`src/sv/rsd_pkg.sv`:
```
// ---------------------------------------------------------------------------
// rsd_pkg: shared types and constants of the rank subdomain decomposer
// Field widths, queue sizes, register indexes and the divider step function.
// ---------------------------------------------------------------------------
`default_nettype none

package rsd_pkg;

	// field widths
	localparam int RankW = 16;
	localparam int DensW = 4;
	localparam int PtsW  = 12;
	localparam int ProcW = 9;
	localparam int SizeW = 15;
	localparam int CfgIdxW = 3;
	localparam int CfgW  = 12;

	// stream widths
	localparam int InDataW  = 24;
	localparam int OutDataW = 192;
	localparam int ResW     = 6 * RankW + 6 * SizeW;

	// register indexes
	localparam logic [CfgIdxW-1:0] CFG_GPX = 3'd0;
	localparam logic [CfgIdxW-1:0] CFG_GPY = 3'd1;
	localparam logic [CfgIdxW-1:0] CFG_GPZ = 3'd2;
	localparam logic [CfgIdxW-1:0] CFG_PX  = 3'd3;
	localparam logic [CfgIdxW-1:0] CFG_PY  = 3'd4;
	localparam logic [CfgIdxW-1:0] CFG_PZ  = 3'd5;

	// divider pipeline: two quotient bits per stage
	localparam int DivStages = 8;

	// queue between front and back
	localparam int QDepth = 32;
	localparam int QAw    = $clog2(QDepth);
	localparam int QCntW  = $clog2(QDepth + 1);

	// result buffer of the back part
	localparam int OutDepth = 8;
	localparam int OutAw    = $clog2(OutDepth);
	localparam int OutCntW  = $clog2(OutDepth + 1);

	// effective configuration, processor counts already forced nonzero
	typedef struct packed {
		logic [PtsW-1:0]  npx;
		logic [PtsW-1:0]  npy;
		logic [PtsW-1:0]  npz;
		logic [ProcW-1:0] px;
		logic [ProcW-1:0] py;
		logic [ProcW-1:0] pz;
	} cfg_t;

	// one classified item handed from front to back
	typedef struct packed {
		logic [RankW-1:0] x;
		logic [ProcW-1:0] xm;
		logic [ProcW-1:0] y;
		logic [ProcW-1:0] z;
		logic [DensW-1:0] d;
		logic [PtsW-1:0]  qx;
		logic [PtsW-1:0]  qy;
		logic [PtsW-1:0]  qz;
		logic [ProcW-1:0] rx;
		logic [ProcW-1:0] ry;
		logic [ProcW-1:0] rz;
	} coord_t;

	// one result, last member in the lowest bits
	typedef struct packed {
		logic [SizeW-1:0] offset_z;
		logic [SizeW-1:0] offset_y;
		logic [SizeW-1:0] offset_x;
		logic [SizeW-1:0] local_size_z;
		logic [SizeW-1:0] local_size_y;
		logic [SizeW-1:0] local_size_x;
		logic [RankW-1:0] down_rank;
		logic [RankW-1:0] up_rank;
		logic [RankW-1:0] west_rank;
		logic [RankW-1:0] east_rank;
		logic [RankW-1:0] south_rank;
		logic [RankW-1:0] north_rank;
	} result_t;

	// one restoring division step: returns {quotient bit, new remainder}
	function automatic logic [ProcW:0] div_step(input logic [ProcW-1:0] rem,
		input logic nb, input logic [ProcW-1:0] dv);
		logic [ProcW:0] t;
		logic [ProcW:0] diff;
		t = {rem, nb};
		diff = t - {1'b0, dv};
		if (t >= {1'b0, dv}) begin
			div_step = {1'b1, diff[ProcW-1:0]};
		end else begin
			div_step = {1'b0, t[ProcW-1:0]};
		end
	endfunction

endpackage

`default_nettype wire

```
`src/sv/rsd_div.sv`:
```
// ---------------------------------------------------------------------------
// rsd_div: pipelined 16 by 9 bit unsigned divider
// Restoring division, two quotient bits per stage, fixed latency, no stall.
// ---------------------------------------------------------------------------
`default_nettype none

module rsd_div (
	input  wire logic                          clk,
	input  wire logic [rsd_pkg::RankW-1:0]     num,
	input  wire logic [rsd_pkg::ProcW-1:0]     dv,
	output logic      [rsd_pkg::RankW-1:0]     quo,
	output logic      [rsd_pkg::ProcW-1:0]     rem
);

	logic [rsd_pkg::RankW-1:0] num_s [rsd_pkg::DivStages];
	logic [rsd_pkg::ProcW-1:0] rem_s [rsd_pkg::DivStages];
	logic [rsd_pkg::ProcW-1:0] dv_s  [rsd_pkg::DivStages];

	for (genvar k = 0; k < rsd_pkg::DivStages; k++) begin : g_st
		logic [rsd_pkg::RankW-1:0] n_in;
		logic [rsd_pkg::ProcW-1:0] r_in;
		logic [rsd_pkg::ProcW-1:0] d_in;
		logic [rsd_pkg::ProcW:0]   st1;
		logic [rsd_pkg::ProcW:0]   st2;

		// stage inputs
		if (k == 0) begin : g_first
			assign n_in = num;
			assign r_in = '0;
			assign d_in = dv;
		end else begin : g_next
			assign n_in = num_s[k-1];
			assign r_in = rem_s[k-1];
			assign d_in = dv_s[k-1];
		end

		// two dependent steps on the top dividend bits
		always_comb begin
			st1 = rsd_pkg::div_step(r_in, n_in[rsd_pkg::RankW-1], d_in);
			st2 = rsd_pkg::div_step(st1[rsd_pkg::ProcW-1:0], n_in[rsd_pkg::RankW-2], d_in);
		end

		// quotient bits shift in at the bottom
		always_ff @(posedge clk) begin
			num_s[k] <= {n_in[rsd_pkg::RankW-3:0], st1[rsd_pkg::ProcW], st2[rsd_pkg::ProcW]};
			rem_s[k] <= st2[rsd_pkg::ProcW-1:0];
			dv_s[k]  <= d_in;
		end
	end

	assign quo = num_s[rsd_pkg::DivStages-1];
	assign rem = rem_s[rsd_pkg::DivStages-1];

endmodule

`default_nettype wire

```
`src/sv/rsd_front.sv`:
```
// ---------------------------------------------------------------------------
// rsd_front: rank classification
// Splits a rank into z, y, x through three chained divider pipelines, folds
// x, and divides the grid point counts; admits beats by queue credit.
// ---------------------------------------------------------------------------
`default_nettype none

module rsd_front (
	input  wire logic                        clk,
	input  wire logic                        arst_n,
	input  wire rsd_pkg::cfg_t               cfg,
	input  wire logic                        in_valid,
	output logic                             in_ready,
	input  wire logic [rsd_pkg::RankW-1:0]   in_rank,
	input  wire logic [rsd_pkg::DensW-1:0]   in_dens,
	output logic                             push,
	output rsd_pkg::coord_t                  push_item,
	input  wire logic                        pop
);

	localparam int L = rsd_pkg::DivStages - 1;

	logic                       acc;
	logic [rsd_pkg::QCntW-1:0]  occ_q;

	logic [rsd_pkg::DivStages-1:0] v1_s, v2_s, v3_s;
	logic [rsd_pkg::DensW-1:0] d1_s  [rsd_pkg::DivStages];
	logic [rsd_pkg::DensW-1:0] d2_s  [rsd_pkg::DivStages];
	logic [rsd_pkg::ProcW-1:0] z2_s  [rsd_pkg::DivStages];
	logic [rsd_pkg::DensW-1:0] d3_s  [rsd_pkg::DivStages];
	logic [rsd_pkg::ProcW-1:0] z3_s  [rsd_pkg::DivStages];
	logic [rsd_pkg::ProcW-1:0] y3_s  [rsd_pkg::DivStages];
	logic [rsd_pkg::RankW-1:0] xf3_s [rsd_pkg::DivStages];

	logic [rsd_pkg::RankW-1:0] quo1, quo2, quo3, qnx, qny, qnz;
	logic [rsd_pkg::ProcW-1:0] rem1, rem2, rem3, rnx, rny, rnz;
	logic [rsd_pkg::RankW-1:0] xa, xf;

	// credit: items admitted and not yet taken by the back part
	assign in_ready = (occ_q < rsd_pkg::QCntW'(rsd_pkg::QDepth));
	assign acc = in_valid && in_ready;

	always_ff @(posedge clk or negedge arst_n) begin
		if (!arst_n) begin
			occ_q <= '0;
		end else begin
			occ_q <= occ_q + rsd_pkg::QCntW'(acc) - rsd_pkg::QCntW'(pop);
		end
	end

	// z = rank % pz, t = rank / pz
	rsd_div u_div1 (.clk(clk), .num(in_rank), .dv(cfg.pz), .quo(quo1), .rem(rem1));
	// y = t % py, x = t / py
	rsd_div u_div2 (.clk(clk), .num(quo1), .dv(cfg.py), .quo(quo2), .rem(rem2));

	// fold x down by px at most twice
	always_comb begin
		xa = quo2;
		if (xa >= rsd_pkg::RankW'(cfg.px)) begin
			xa = xa - rsd_pkg::RankW'(cfg.px);
		end
		xf = xa;
		if (xf >= rsd_pkg::RankW'(cfg.px)) begin
			xf = xf - rsd_pkg::RankW'(cfg.px);
		end
	end

	// x % px for the wrapped east and west neighbors, and grid shares
	rsd_div u_div3 (.clk(clk), .num(quo2), .dv(cfg.px), .quo(quo3), .rem(rem3));
	rsd_div u_divnx (.clk(clk), .num(rsd_pkg::RankW'(cfg.npx)), .dv(cfg.px),
		.quo(qnx), .rem(rnx));
	rsd_div u_divny (.clk(clk), .num(rsd_pkg::RankW'(cfg.npy)), .dv(cfg.py),
		.quo(qny), .rem(rny));
	rsd_div u_divnz (.clk(clk), .num(rsd_pkg::RankW'(cfg.npz)), .dv(cfg.pz),
		.quo(qnz), .rem(rnz));

	// valid bits along the three divider phases
	always_ff @(posedge clk or negedge arst_n) begin
		if (!arst_n) begin
			v1_s <= '0;
			v2_s <= '0;
			v3_s <= '0;
		end else begin
			v1_s <= {v1_s[L-1:0], acc};
			v2_s <= {v2_s[L-1:0], v1_s[L]};
			v3_s <= {v3_s[L-1:0], v2_s[L]};
		end
	end

	// side data riding next to the dividers
	always_ff @(posedge clk) begin
		d1_s[0]  <= in_dens;
		d2_s[0]  <= d1_s[L];
		z2_s[0]  <= rem1;
		d3_s[0]  <= d2_s[L];
		z3_s[0]  <= z2_s[L];
		y3_s[0]  <= rem2;
		xf3_s[0] <= xf;
		for (int i = 1; i < rsd_pkg::DivStages; i++) begin
			d1_s[i]  <= d1_s[i-1];
			d2_s[i]  <= d2_s[i-1];
			z2_s[i]  <= z2_s[i-1];
			d3_s[i]  <= d3_s[i-1];
			z3_s[i]  <= z3_s[i-1];
			y3_s[i]  <= y3_s[i-1];
			xf3_s[i] <= xf3_s[i-1];
		end
	end

	// hand-off to the queue
	assign push = v3_s[L];
	always_comb begin
		push_item.x  = xf3_s[L];
		push_item.xm = rem3;
		push_item.y  = y3_s[L];
		push_item.z  = z3_s[L];
		push_item.d  = d3_s[L];
		push_item.qx = qnx[rsd_pkg::PtsW-1:0];
		push_item.qy = qny[rsd_pkg::PtsW-1:0];
		push_item.qz = qnz[rsd_pkg::PtsW-1:0];
		push_item.rx = rnx;
		push_item.ry = rny;
		push_item.rz = rnz;
	end

	// quo3 is unused; only the remainder of u_div3 is taken
	logic unused_quo3;
	assign unused_quo3 = ^quo3;

`ifndef ASSERT_OFF
	a_occ_bound: assert property (@(posedge clk) disable iff (!arst_n)
		occ_q <= rsd_pkg::QCntW'(rsd_pkg::QDepth))
		else $error("front credit count above queue depth");
`endif

endmodule

`default_nettype wire

```
`config.mk`:
```
export PLATFORM = sky130hd
export DESIGN_NAME = rsd_front
export DESIGN_NICKNAME = d
export VERILOG_FILES = /design/src/sv/rsd_pkg.sv /design/src/sv/rsd_div.sv /design/src/sv/rsd_front.sv
export SDC_FILE = /design/constraint.sdc
export NUM_CORES = 2
export LEC_CHECK = 0
export ABC_AREA = 1
export BUFFER_PORTS_ARGS = -buffer_cell sky130_fd_sc_hd__buf_2
export CAP_MARGIN = 20
export CORE_UTILIZATION = 45
export CTS_BUF_LIST = sky130_fd_sc_hd__clkbuf_8
export CTS_CLUSTER_DIAMETER = 150
export DETAILED_ROUTE_END_ITERATION = 12
export PLACE_DENSITY = 0.66
export SETUP_SLACK_MARGIN = 0.15
export SYNTH_ARGS = -nofsm -noshare
export SYNTH_HDL_FRONTEND = slang
export SYNTH_SLANG_ARGS = --single-unit
```
`constraint.sdc`:
```
create_clock -name clk -period 4 [get_ports clk]
set_clock_uncertainty 0.1 [all_clocks]
set_input_delay 0.8 -clock clk [delete_from_list [all_inputs] [get_ports clk]]
set_output_delay 0.8 -clock clk [all_outputs]
set_load 0.1 [all_outputs]
```
==> results.yml <==
run_status:
  outcome: "finished clean"
timing:
  holdWs_ns: 0.144
  finalCritPeriodShare_pct: 94.5
  maxSlewViolCount: 0
  clock.fmax_mhz: 265
  min_period_ns: 3.78
  finalSetupViolations: 0
  tightest_slew_ns: 0.629
  rsz0062_at_grt: "true"
  hold_violations: 0
  relSlewSlack_pct: 58.1
route:
  viasPerCell: 4.94
  drc_errors: 0
  wl_per_cell_um: 14.4
  vias: 63848
  antenna_left: 0
  drt-total-wl_um: 187000
  firstDrtPassIters: 5
  first_iter_violations: 3293
yosys:
  syn_nets: 10263
  syn_inst: 9246
  synth_top_area_share_pct: 42.3
  synth_area_mm2: 0.0786
  yosysSeqAreaShare_pct: 43.2
  ys_ff_latch: 1691
  synth_cell_type_count: 53
  yosys.area.top_type: "dfxtp_1"
  yosys-top-cells-area: "dfxtp_1 (42%), ha_1 (13%), nand2_1 (10%), inv_1 (5.1%), o21ai_0 (4.0%)"
  avgSynthCellArea_um2: 8.50
  yosys_warnings: 0
min_path:
  whs_path_depth: 0
  hp-class: "reg -> reg"
cts:
  insertion_delay_ns: 1.01
  cts.path.max_buffers: 4
  cts-htree-levels: 5
  clk_pin_slew_ns: 0.07
  cts-root-buf: "clkbuf_8"
  cts_sinks: 1691
  cts_buffers: 297
  cts_tree: "done"
grt:
  grt_antenna_before_repair: 4
  grt_max_degree: 31
  grt_pass1_vias: 61878
  grt_pass1_wl_um: 295000
  grt_overflow: 0
  grtUsageTotal_pct: 20.3
finish:
  final_cell_count_no_fill: 12925
  final_nets: 11413
  postLayoutCoreUtil_pct: 55.7
  synthToLayoutAreaGrowth_pct: 23.1
  fin_area_mm2: 0.0968
  final_cell_mix: "nand2_1 (2060), dfxtp_1 (1623), inv_1 (1012), ha_1 (707), buf_4 (656)"
  n_fill_cell: 15532
  drive_gt1_share_pct: 19.2
  final_common_cell: "nand2_1"
worst_setup_path:
  ff2ff_path_depth: 18
  cp_max_fo: 6
  cp.required_ns: 4.74
  setup.worst_path.end_class: "flop"
  cp-start-kind: "flop"
  criticalPathCategory: "reg -> reg"
  crit_arrival_ns: 4.52
floorplan:
  start_util_pct: 45.3
  dieWidth_um: 420
  die_h_um: 420
  core_mm2: 0.174
  rows: 153
  ioPinCount: 199
  design.die.area_mm2: 0.176
placement:
  dpl-instance-area_mm2: 0.0855
  io_buffers: 198
  dp_hpwl_um: 141000
  placed_cells: 12127
  gp_congestion: 0.927
run:
  maxCapViolCount: 0
==> cell families (layout without fill, tap and decap cells) <==
family	after synthesis	count (layout)	share of synthesized area [%]
AND/OR/NAND/NOR	3265	3269	17.5
flip-flops	1691	1691	43.2
AO/OA/AOI/OAI	1580	1580	11.0
buffers and inverters	1208	2555	6.21
adder cells (fa/ha/maj)	930	930	15.6
XOR/XNOR	572	572	6.37
other	0	3	0
==> layer usage <==
metal / part of all wire [%] / global-route usage [%] / vias up
li1: - / - / 32841
met1: 44 / 24.5 / 29154
met2: 49 / 35.7 / 1439
met3: 4.3 / 3.28 / 414
met4: 3.3 / 7.92 / 0
met5: 0 / 0 / -
==> layout make-up <==
class	count	area (µm²)	area share [%]
Antenna cell	3	7.51	0.00776
Clock buffer	364	5010	5.18
Clock inverter	136	1070	1.11
Inverter	1077	4220	4.36
Multi-Input combinational cell	6351	42300	43.7
Sequential cell	1691	34100	35.2
Tap cell	2325	2910	3.01
Timing Repair Buffer	962	7080	7.32
Timing Repair inverter	16	115	0.119
==> worst max-delay path: stages, from the launching register on <==
cell	delay, ns
dfxtp_1	0.41
inv_1	0.19
ha_1	0.42
nand4_1	0.16
nor4_1	0.29
a21oi_1	0.17
nand2_4	0.16
inv_4	0.06
o21ai_0	0.27
ha_1	0.32
a21oi_1	0.13
nand2_1	0.09
inv_1	0.06
o211ai_1	0.16
a21oi_2	0.22
nand2_1	0.08
nor2_2	0.13
buf_6	0.14
o21ai_0	0.09
==> cell usage after synthesis, drive strengths merged <==
cell       n
buf      129
nor3      57
and3       1
nor4      17
a31oi     52
a41oi      3
nor4b      3
clkbuf     2
a21o      39
and3b      1
nand3    309
ha       843
a211oi    20
o31ai     16
inv     1077
dfrtp     30
nor2     468
o21a      25
a21boi     6
a221oi    11
or2       56
a311oi     1
a211o      1
nand4    212
dfxtp   1661
nand2   2131
o21ai    666
nand3b     9
o21bai    17
o211ai    96
o221ai     4
nor3b      1
fa        87
o41ai      1
xor2     349
a31o       6
xnor2    223
a21oi    616
==> sequential cells by signal (all words and copies together), names as in the netlist, 96 cells and up <==
register / cells
u_div2.num_s: 128
xf3_s: 128
u_div1.num_s: 128
u_divnz.num_s: 96
u_divny.num_s: 96
u_divnx.num_s: 96
==> stage by stage <==
stage          setup TNS, ns  setup slack [ns]
2_1_floorplan              0             0.104
3_3_place_gp           -3.79            -0.236
3_5_place_dp           -6.77            -0.297
4_1_cts                    0            0.0477
5_1_grt              -0.0184           -0.0106
6_report                   0             0.220
==> timing repair <==
item | in CTS | in global routing
buffers inserted | 29 | 159
hold endpoints to repair | 113 | 0
gates resized for setup | 114 | 741
pin swaps | 17 | 184
endpoints found under the setup margin | 296 | 446
cloned | 5 | 18
hold buffers | 84 | 0
==> path summary, 6_finish.rpt <==
check | slack (ns) | from | end
min in group asynchronous | 0.29 | arst_n | occ_q[0]
setup / recovery | 0.22 | u_divny.dv_s[0][13] | u_divny.rem_s[0][20]
hold reg to reg | 0.14 | u_divny.num_s[0][5] | u_divny.num_s[0][23]
max in group asynchronous | 3.09 | arst_n | v3_s[6]
hold / removal | 0.14 | u_divny.num_s[0][5] | u_divny.num_s[0][23]
setup reg to reg | 0.22 | u_divny.dv_s[0][13] | u_divny.rem_s[0][20]
Power is not shown: default switching activity piles up to over one toggle a cycle in this logic, so the estimate is an artifact.
