`src/sv/rsd_pkg.sv`:
```
// ---------------------------------------------------------------------------
// rsd_pkg: shared types and constants of the rank subdomain decomposer
// Field widths, queue sizes, register indexes and the divider step function.
// ---------------------------------------------------------------------------
`default_nettype none

package rsd_pkg;

	// field widths
	localparam int RankW = 16;
	localparam int DensW = 4;
	localparam int PtsW  = 12;
	localparam int ProcW = 9;
	localparam int SizeW = 15;
	localparam int CfgIdxW = 3;
	localparam int CfgW  = 12;

	// stream widths
	localparam int InDataW  = 24;
	localparam int OutDataW = 192;
	localparam int ResW     = 6 * RankW + 6 * SizeW;

	// register indexes
	localparam logic [CfgIdxW-1:0] CFG_GPX = 3'd0;
	localparam logic [CfgIdxW-1:0] CFG_GPY = 3'd1;
	localparam logic [CfgIdxW-1:0] CFG_GPZ = 3'd2;
	localparam logic [CfgIdxW-1:0] CFG_PX  = 3'd3;
	localparam logic [CfgIdxW-1:0] CFG_PY  = 3'd4;
	localparam logic [CfgIdxW-1:0] CFG_PZ  = 3'd5;

	// divider pipeline: two quotient bits per stage
	localparam int DivStages = 8;

	// queue between front and back
	localparam int QDepth = 32;
	localparam int QAw    = $clog2(QDepth);
	localparam int QCntW  = $clog2(QDepth + 1);

	// result buffer of the back part
	localparam int OutDepth = 8;
	localparam int OutAw    = $clog2(OutDepth);
	localparam int OutCntW  = $clog2(OutDepth + 1);

	// effective configuration, processor counts already forced nonzero
	typedef struct packed {
		logic [PtsW-1:0]  npx;
		logic [PtsW-1:0]  npy;
		logic [PtsW-1:0]  npz;
		logic [ProcW-1:0] px;
		logic [ProcW-1:0] py;
		logic [ProcW-1:0] pz;
	} cfg_t;

	// one classified item handed from front to back
	typedef struct packed {
		logic [RankW-1:0] x;
		logic [ProcW-1:0] xm;
		logic [ProcW-1:0] y;
		logic [ProcW-1:0] z;
		logic [DensW-1:0] d;
		logic [PtsW-1:0]  qx;
		logic [PtsW-1:0]  qy;
		logic [PtsW-1:0]  qz;
		logic [ProcW-1:0] rx;
		logic [ProcW-1:0] ry;
		logic [ProcW-1:0] rz;
	} coord_t;

	// one result, last member in the lowest bits
	typedef struct packed {
		logic [SizeW-1:0] offset_z;
		logic [SizeW-1:0] offset_y;
		logic [SizeW-1:0] offset_x;
		logic [SizeW-1:0] local_size_z;
		logic [SizeW-1:0] local_size_y;
		logic [SizeW-1:0] local_size_x;
		logic [RankW-1:0] down_rank;
		logic [RankW-1:0] up_rank;
		logic [RankW-1:0] west_rank;
		logic [RankW-1:0] east_rank;
		logic [RankW-1:0] south_rank;
		logic [RankW-1:0] north_rank;
	} result_t;

	// one restoring division step: returns {quotient bit, new remainder}
	function automatic logic [ProcW:0] div_step(input logic [ProcW-1:0] rem,
		input logic nb, input logic [ProcW-1:0] dv);
		logic [ProcW:0] t;
		logic [ProcW:0] diff;
		t = {rem, nb};
		diff = t - {1'b0, dv};
		if (t >= {1'b0, dv}) begin
			div_step = {1'b1, diff[ProcW-1:0]};
		end else begin
			div_step = {1'b0, t[ProcW-1:0]};
		end
	endfunction

endpackage

`default_nettype wire

```
`src/sv/rsd_back.sv`:
```
// ---------------------------------------------------------------------------
// rsd_back: neighbor ranks and subdomain shares
// Four-stage arithmetic pipeline and a result buffer toward the stream.
// ---------------------------------------------------------------------------
`default_nettype none

module rsd_back (
	input  wire logic                           clk,
	input  wire logic                           arst_n,
	input  wire rsd_pkg::cfg_t                  cfg,
	input  wire logic                           in_valid,
	input  wire rsd_pkg::coord_t                in_item,
	output logic                                in_pop,
	output logic                                m_axis_tvalid,
	input  wire logic                           m_axis_tready,
	output logic [rsd_pkg::OutDataW-1:0]        m_axis_tdata
);

	localparam int RW = rsd_pkg::RankW;
	localparam int PW = rsd_pkg::ProcW;
	localparam int SW = rsd_pkg::SizeW;
	localparam int NW = rsd_pkg::PtsW;
	localparam int DW = rsd_pkg::DensW;

	logic [rsd_pkg::OutCntW-1:0] bocc_q;
	logic deliver;
	logic v_s1, v_s2, v_s3, v_s4;

	// stage 1
	logic [RW-1:0] x_s1;
	logic [PW-1:0] y_s1, z_s1, yn_s1, ys_s1, zu_s1, zd_s1, xe_s1, xw_s1;
	logic [PW-1:0] ex_s1, ey_s1, ez_s1;
	logic [NW:0]   sx_s1, sy_s1, sz_s1;
	logic [NW-1:0] qx_s1, qy_s1, qz_s1;
	logic [RW-1:0] ppz_s1;
	logic [DW-1:0] d_s1;
	// stage 2
	logic [RW-1:0] xp_s2, ep_s2, wp_s2, yz_s2, ynz_s2, ysz_s2;
	logic [PW-1:0] z_s2, zu_s2, zd_s2, ex_s2, ey_s2, ez_s2;
	logic [SW-1:0] cqx_s2, cqy_s2, cqz_s2, lsx_s2, lsy_s2, lsz_s2;
	logic [DW-1:0] d_s2;
	// stage 3
	logic [RW-1:0] nr_s3, sr_s3, er_s3, wr_s3, ur_s3, dr_s3;
	logic [SW-1:0] ofx_s3, ofy_s3, ofz_s3, lsx_s3, lsy_s3, lsz_s3;
	logic [DW-1:0] d_s3;
	// stage 4
	rsd_pkg::result_t res_s4;

	rsd_pkg::result_t obuf_q [rsd_pkg::OutDepth];
	logic [rsd_pkg::OutAw-1:0]   owp_q, orp_q;
	logic [rsd_pkg::OutCntW-1:0] ocnt_q;

	logic [RW-1:0] cqx_w, cqy_w, cqz_w;

	// credit toward the result buffer
	assign in_pop  = in_valid && (bocc_q < rsd_pkg::OutCntW'(rsd_pkg::OutDepth));
	assign deliver = m_axis_tvalid && m_axis_tready;

	always_ff @(posedge clk or negedge arst_n) begin
		if (!arst_n) begin
			bocc_q <= '0;
			v_s1   <= 1'b0;
			v_s2   <= 1'b0;
			v_s3   <= 1'b0;
			v_s4   <= 1'b0;
		end else begin
			bocc_q <= bocc_q + rsd_pkg::OutCntW'(in_pop) - rsd_pkg::OutCntW'(deliver);
			v_s1   <= in_pop;
			v_s2   <= v_s1;
			v_s3   <= v_s2;
			v_s4   <= v_s3;
		end
	end

	// stage 1: wrapped coordinates, share terms, plane size
	always_ff @(posedge clk) begin
		x_s1  <= in_item.x;
		y_s1  <= in_item.y;
		z_s1  <= in_item.z;
		yn_s1 <= (in_item.y + 1'b1 == cfg.py) ? '0 : in_item.y + 1'b1;
		ys_s1 <= (in_item.y == '0) ? cfg.py - 1'b1 : in_item.y - 1'b1;
		zu_s1 <= (in_item.z + 1'b1 == cfg.pz) ? '0 : in_item.z + 1'b1;
		zd_s1 <= (in_item.z == '0) ? cfg.pz - 1'b1 : in_item.z - 1'b1;
		xe_s1 <= (in_item.xm + 1'b1 == cfg.px) ? '0 : in_item.xm + 1'b1;
		xw_s1 <= (in_item.xm == '0) ? cfg.px - 1'b1 : in_item.xm - 1'b1;
		ppz_s1 <= RW'(cfg.py) * RW'(cfg.pz);
		sx_s1 <= (NW+1)'(in_item.qx) + (NW+1)'(in_item.x < RW'(in_item.rx));
		sy_s1 <= (NW+1)'(in_item.qy) + (NW+1)'(in_item.y < in_item.ry);
		sz_s1 <= (NW+1)'(in_item.qz) + (NW+1)'(in_item.z < in_item.rz);
		ex_s1 <= (in_item.x < RW'(in_item.rx)) ? in_item.x[PW-1:0] : in_item.rx;
		ey_s1 <= (in_item.y < in_item.ry) ? in_item.y : in_item.ry;
		ez_s1 <= (in_item.z < in_item.rz) ? in_item.z : in_item.rz;
		qx_s1 <= in_item.qx;
		qy_s1 <= in_item.qy;
		qz_s1 <= in_item.qz;
		d_s1  <= in_item.d;
	end

	// coordinate times quotient, low bits only
	always_comb begin
		cqx_w = x_s1 * RW'(qx_s1);
		cqy_w = RW'(y_s1) * RW'(qy_s1);
		cqz_w = RW'(z_s1) * RW'(qz_s1);
	end

	// stage 2: products
	always_ff @(posedge clk) begin
		xp_s2  <= x_s1 * ppz_s1;
		ep_s2  <= RW'(xe_s1) * ppz_s1;
		wp_s2  <= RW'(xw_s1) * ppz_s1;
		yz_s2  <= RW'(y_s1) * RW'(cfg.pz);
		ynz_s2 <= RW'(yn_s1) * RW'(cfg.pz);
		ysz_s2 <= RW'(ys_s1) * RW'(cfg.pz);
		cqx_s2 <= cqx_w[SW-1:0];
		cqy_s2 <= cqy_w[SW-1:0];
		cqz_s2 <= cqz_w[SW-1:0];
		lsx_s2 <= SW'(sx_s1) * SW'(d_s1);
		lsy_s2 <= SW'(sy_s1) * SW'(d_s1);
		lsz_s2 <= SW'(sz_s1) * SW'(d_s1);
		z_s2   <= z_s1;
		zu_s2  <= zu_s1;
		zd_s2  <= zd_s1;
		ex_s2  <= ex_s1;
		ey_s2  <= ey_s1;
		ez_s2  <= ez_s1;
		d_s2   <= d_s1;
	end

	// stage 3: rank sums and unscaled offsets
	always_ff @(posedge clk) begin
		nr_s3  <= xp_s2 + ynz_s2 + RW'(z_s2);
		sr_s3  <= xp_s2 + ysz_s2 + RW'(z_s2);
		er_s3  <= ep_s2 + yz_s2 + RW'(z_s2);
		wr_s3  <= wp_s2 + yz_s2 + RW'(z_s2);
		ur_s3  <= xp_s2 + yz_s2 + RW'(zu_s2);
		dr_s3  <= xp_s2 + yz_s2 + RW'(zd_s2);
		ofx_s3 <= cqx_s2 + SW'(ex_s2);
		ofy_s3 <= cqy_s2 + SW'(ey_s2);
		ofz_s3 <= cqz_s2 + SW'(ez_s2);
		lsx_s3 <= lsx_s2;
		lsy_s3 <= lsy_s2;
		lsz_s3 <= lsz_s2;
		d_s3   <= d_s2;
	end

	// stage 4: offsets scaled by density
	always_ff @(posedge clk) begin
		res_s4.north_rank   <= nr_s3;
		res_s4.south_rank   <= sr_s3;
		res_s4.east_rank    <= er_s3;
		res_s4.west_rank    <= wr_s3;
		res_s4.up_rank      <= ur_s3;
		res_s4.down_rank    <= dr_s3;
		res_s4.local_size_x <= lsx_s3;
		res_s4.local_size_y <= lsy_s3;
		res_s4.local_size_z <= lsz_s3;
		res_s4.offset_x     <= ofx_s3 * SW'(d_s3);
		res_s4.offset_y     <= ofy_s3 * SW'(d_s3);
		res_s4.offset_z     <= ofz_s3 * SW'(d_s3);
	end

	// result buffer
	always_ff @(posedge clk) begin
		if (v_s4) begin
			obuf_q[owp_q] <= res_s4;
		end
	end

	always_ff @(posedge clk or negedge arst_n) begin
		if (!arst_n) begin
			owp_q  <= '0;
			orp_q  <= '0;
			ocnt_q <= '0;
		end else begin
			if (v_s4) begin
				owp_q <= owp_q + 1'b1;
			end
			if (deliver) begin
				orp_q <= orp_q + 1'b1;
			end
			ocnt_q <= ocnt_q + rsd_pkg::OutCntW'(v_s4) - rsd_pkg::OutCntW'(deliver);
		end
	end

	assign m_axis_tvalid = (ocnt_q != '0);
	assign m_axis_tdata  = {(rsd_pkg::OutDataW - rsd_pkg::ResW)'(0), obuf_q[orp_q]};

`ifndef ASSERT_OFF
	a_buf_room: assert property (@(posedge clk) disable iff (!arst_n)
		v_s4 |-> (ocnt_q < rsd_pkg::OutCntW'(rsd_pkg::OutDepth)) || deliver)
		else $error("result buffer written while full");
	a_credit_cover: assert property (@(posedge clk) disable iff (!arst_n)
		ocnt_q <= bocc_q)
		else $error("buffered results exceed back credit count");
`endif

endmodule

`default_nettype wire

```
`config.mk`:
```
export PLATFORM = sky130hd
export DESIGN_NAME = rsd_back
export DESIGN_NICKNAME = d
export VERILOG_FILES = /design/src/sv/rsd_pkg.sv /design/src/sv/rsd_back.sv
export SDC_FILE = /design/constraint.sdc
export NUM_CORES = 2
export LEC_CHECK = 0
export BUFFER_PORTS_ARGS = -buffer_cell sky130_fd_sc_hd__buf_2
export CORE_MARGIN = 3
export CORE_UTILIZATION = 40
export CTS_CLUSTER_SIZE = 16
export DETAILED_ROUTE_END_ITERATION = 16
export SETUP_SLACK_MARGIN = 0.02
export SYNTH_ARGS = -nofsm -noshare
export SYNTH_HDL_FRONTEND = slang
export SYNTH_SLANG_ARGS = --single-unit
```
`constraint.sdc`:
```
create_clock -name clk -period 23.6 [get_ports clk]
set_input_delay 4.72 -clock clk [delete_from_list [all_inputs] [get_ports clk]]
set_output_delay 4.72 -clock clk [all_outputs]
set_load 0.005 [all_outputs]
```
==> metrics.cfg <==
[setup_path]
crit_path_top_delay_cell = dfrtp_4
path_class = register to output port
cp_slowest_stage_delay_ns = 0.87
critical_path_arrival_ns = 5.33
cp-start-kind = register
path_buf_inv = 4
cp_top_family = buffers and inverters
r2r-end = xp_s2[15]$_DFF_P_
cp_common_cell = buf_4
cp-end-kind = output port
critPathRequiredTime_ns = 18.88
regToRegStartpoint = x_s1[9]$_DFF_P_
crit_chain = buf_4, buf_4, buf_4, mux4_2, mux2_2, buf_2
worst-path-max-fanout = 44
r2r_slack_ns = 18.09
reg2reg_depth = 17

[route]
finalWirelength_um = 278000
via_count = 66500
drt_pass1_iterations = 5
wire_per_inst_um = 21.1
drt_iter0_drc = 4592
vias_per_cell = 5.03
drc_errors = 0
ant_nets = 1

[pwr]
ir_drop_v = 0.000279
finalPower_mw = 21.1
power_leakage_nw = 53.3
power_density_nw_per_um2 = 159

[die]
fp.dieArea_um2 = 302000
die_h_um = 550
io_pins = 371
coreArea_um2 = 294000
die_x_um = 550
start_util = 0.402
rows = 199

[layout]
layout-drive-gt1-share = 0.154
nets = 10600
syn2layout_area_growth_pct = 12.2
multiInputGateArea_um2 = 51200
seq_area_um2 = 61800
n_fill_cell = 26100

[run_status]
outcome = complete, but fails checks
violations = antenna rules

[global_route]
grt_use_total = 0.184
antenna_found_initial = 92
grt_pass1_vias = 69600
grt_pass1_wl_um = 427000
grt_max_degree = 143
grt_overflow = 0

[clocking]
path_clk_slew_ns = 0.06
h-tree-depth = 4
post_cts_buffers = 0
cts_buffers = 242
cts_resized = 0
clock_latency_ns = 0.95
cts_tree = built
numClockSinks = 2336
root_buffer = clkbuf_16
cts_buffer_depth = 4
hold_buffers = 0

[place]
gp_congestion = 0.850
io_buffers = 328
pre_cts_slack_ns = 13.68
hpwl_um = 192000

[logic_synthesis]
yosysSeqAreaShare = 0.522
synth_edf_count = 1488
netlist_top_cells_count = edfxtp_1, inv_1, nand2_1, dfxtp_1, fa_1
synth_top_cells_by_area = edfxtp_1, dfxtp_1, fa_1, mux4_2, ha_1
synth.avg_cell_area_um2 = 13.6
synth_area_leader_cell = edfxtp_1
synth-async-reset-ratio = 0.00771
yosysUniqueCellTypes = 78
synth_warnings = 0
ys_seq_elements = 2336
netlist_area_um2 = 118000
synth_cells = 8707
synth_top_cell_area_share = 0.377
yosys.cell_count.top_type = edfxtp_1
synthFlopType = edfxtp_1

[flow_run]
max-cap-violations = 0

[hold_path]
hold-path-endpoint = ez_s2[6]$_DFF_P_
hold_depth = 0
min-delay-start = ez_s1[6]$_DFF_P_
hold_path_class = register to register

[sta]
holdWs_ns = 0.303
max_freq_ghz = 0.0995
rsz0062_at_grt = no
skew_ns = 0.0774
fin_crit_sh = 0.426
slew_violations = 0
hold_viol_final = 0
setup_ws_ns = 13.55
slew_headroom = 0.217
worst_slew_pin_slew_ns = 1.17
min_period_ns = 10.05
setup_viol = 0
finalSetupTns_ns = 0

[per-stage QoR]
stage	instances	cell area [um^2]	utilization
detailed placement	12700	125000	0.423
global placement	12700	125000	0.423
global route	13200	133000	0.451
CTS	13200	133000	0.451
floorplan	8712	118000	-
finish	13200	133000	0.451
[sequential cells by signal, indices dropped and copies added (netlist names), 16 cells and up]
signal and count:
sr_s3 16, wr_s3 16, res_s4 186, nr_s3 16, x_s1 16, ysz_s2 16
er_s3 16, xp_s2 16, ur_s3 16, yz_s2 16, ppz_s1 16, wp_s2 16
ynz_s2 16, dr_s3 16, ep_s2 16, obuf_q 1488
[cell type report]
class                           count  area share
Inverter                         1149      0.0325
Antenna cell                       33    0.000622
Timing Repair Buffer              409      0.0179
Clock buffer                      330      0.0514
Multi-Input combinational cell   4924       0.385
Sequential cell                  2336       0.465
Tap cell                         3919      0.0369
Clock inverter                    124      0.0102
[report_power, final]
group	internal, mW	switching [mW]
combinational	4.78	6.11
sequential	5.67	0.738
clock	2.23	1.61
total	12.7	8.46
[logic make-up (layout without fill, tap and decap cells)]
| logic type | count (synthesis) | in the layout | synth area share |
|---|---|---|---|
| flops | 2336 | 2336 | 0.522 |
| simple gates | 1895 | 1895 | 0.0780 |
| buf+inv | 1452 | 2012 | 0.0468 |
| fa+ha+maj | 1362 | 1362 | 0.193 |
| mux | 594 | 594 | 0.0918 |
| compound gates | 540 | 540 | 0.0294 |
| xor+xnor | 527 | 527 | 0.0390 |
| other cells | 1 | 39 | 0.0000317 |
[worst max path at each step]
stage	depth (start not counted)	start	endpoint
after detailed placement	3	in_valid	in_pop
after global placement	3	in_valid	in_pop
after global routing	6	orp_q[0]$_DFFE_PN0P_	m_axis_tdata[126]
final	6	orp_q[0]$_DFFE_PN0P_	m_axis_tdata[126]
after floorplan	2	owp_q[1]$_DFFE_PN0P_	obuf_q[0][0]$_DFFE_PP_
after CTS	6	orp_q[0]$_DFFE_PN0P_	m_axis_tdata[126]
[per-layer routing]
| metal | share of wire | vias to the layer above | global-route usage |
|---|---|---|---|
| li1 | - | 30100 | - |
| met1 | 0.45 | 34200 | 0.259 |
| met2 | 0.47 | 1706 | 0.298 |
| met3 | 0.056 | 457 | 0.0271 |
| met4 | 0.029 | 28 | 0.0524 |
| met5 | 0.00056 | - | 0 |
[cell usage in the layout (no fill, tap or decap), drive strengths merged, types with 11 or more instances in the layout]
cell / instances
and2: 576
a21o: 79
clkinv: 74
mux4: 372
fa: 778
ha: 584
clkbuf: 330
nor2: 191
bufinv: 17
dfxtp: 830
inv: 1166
nand2b: 22
a21oi: 180
dfrtp: 18
a211oi: 11
a31oi: 12
o21a: 23
nor3: 43
nand2: 849
diode: 33
edfxtp: 1488
o21bai: 17
a31o: 14
and3: 24
buf: 409
nor2b: 59
xor2: 143
clkinvlp: 16
mux2: 213
o21ai: 118
nand3: 69
xnor2: 384
nand4: 22
a21boi: 24
(Power assumes the default switching activity.)
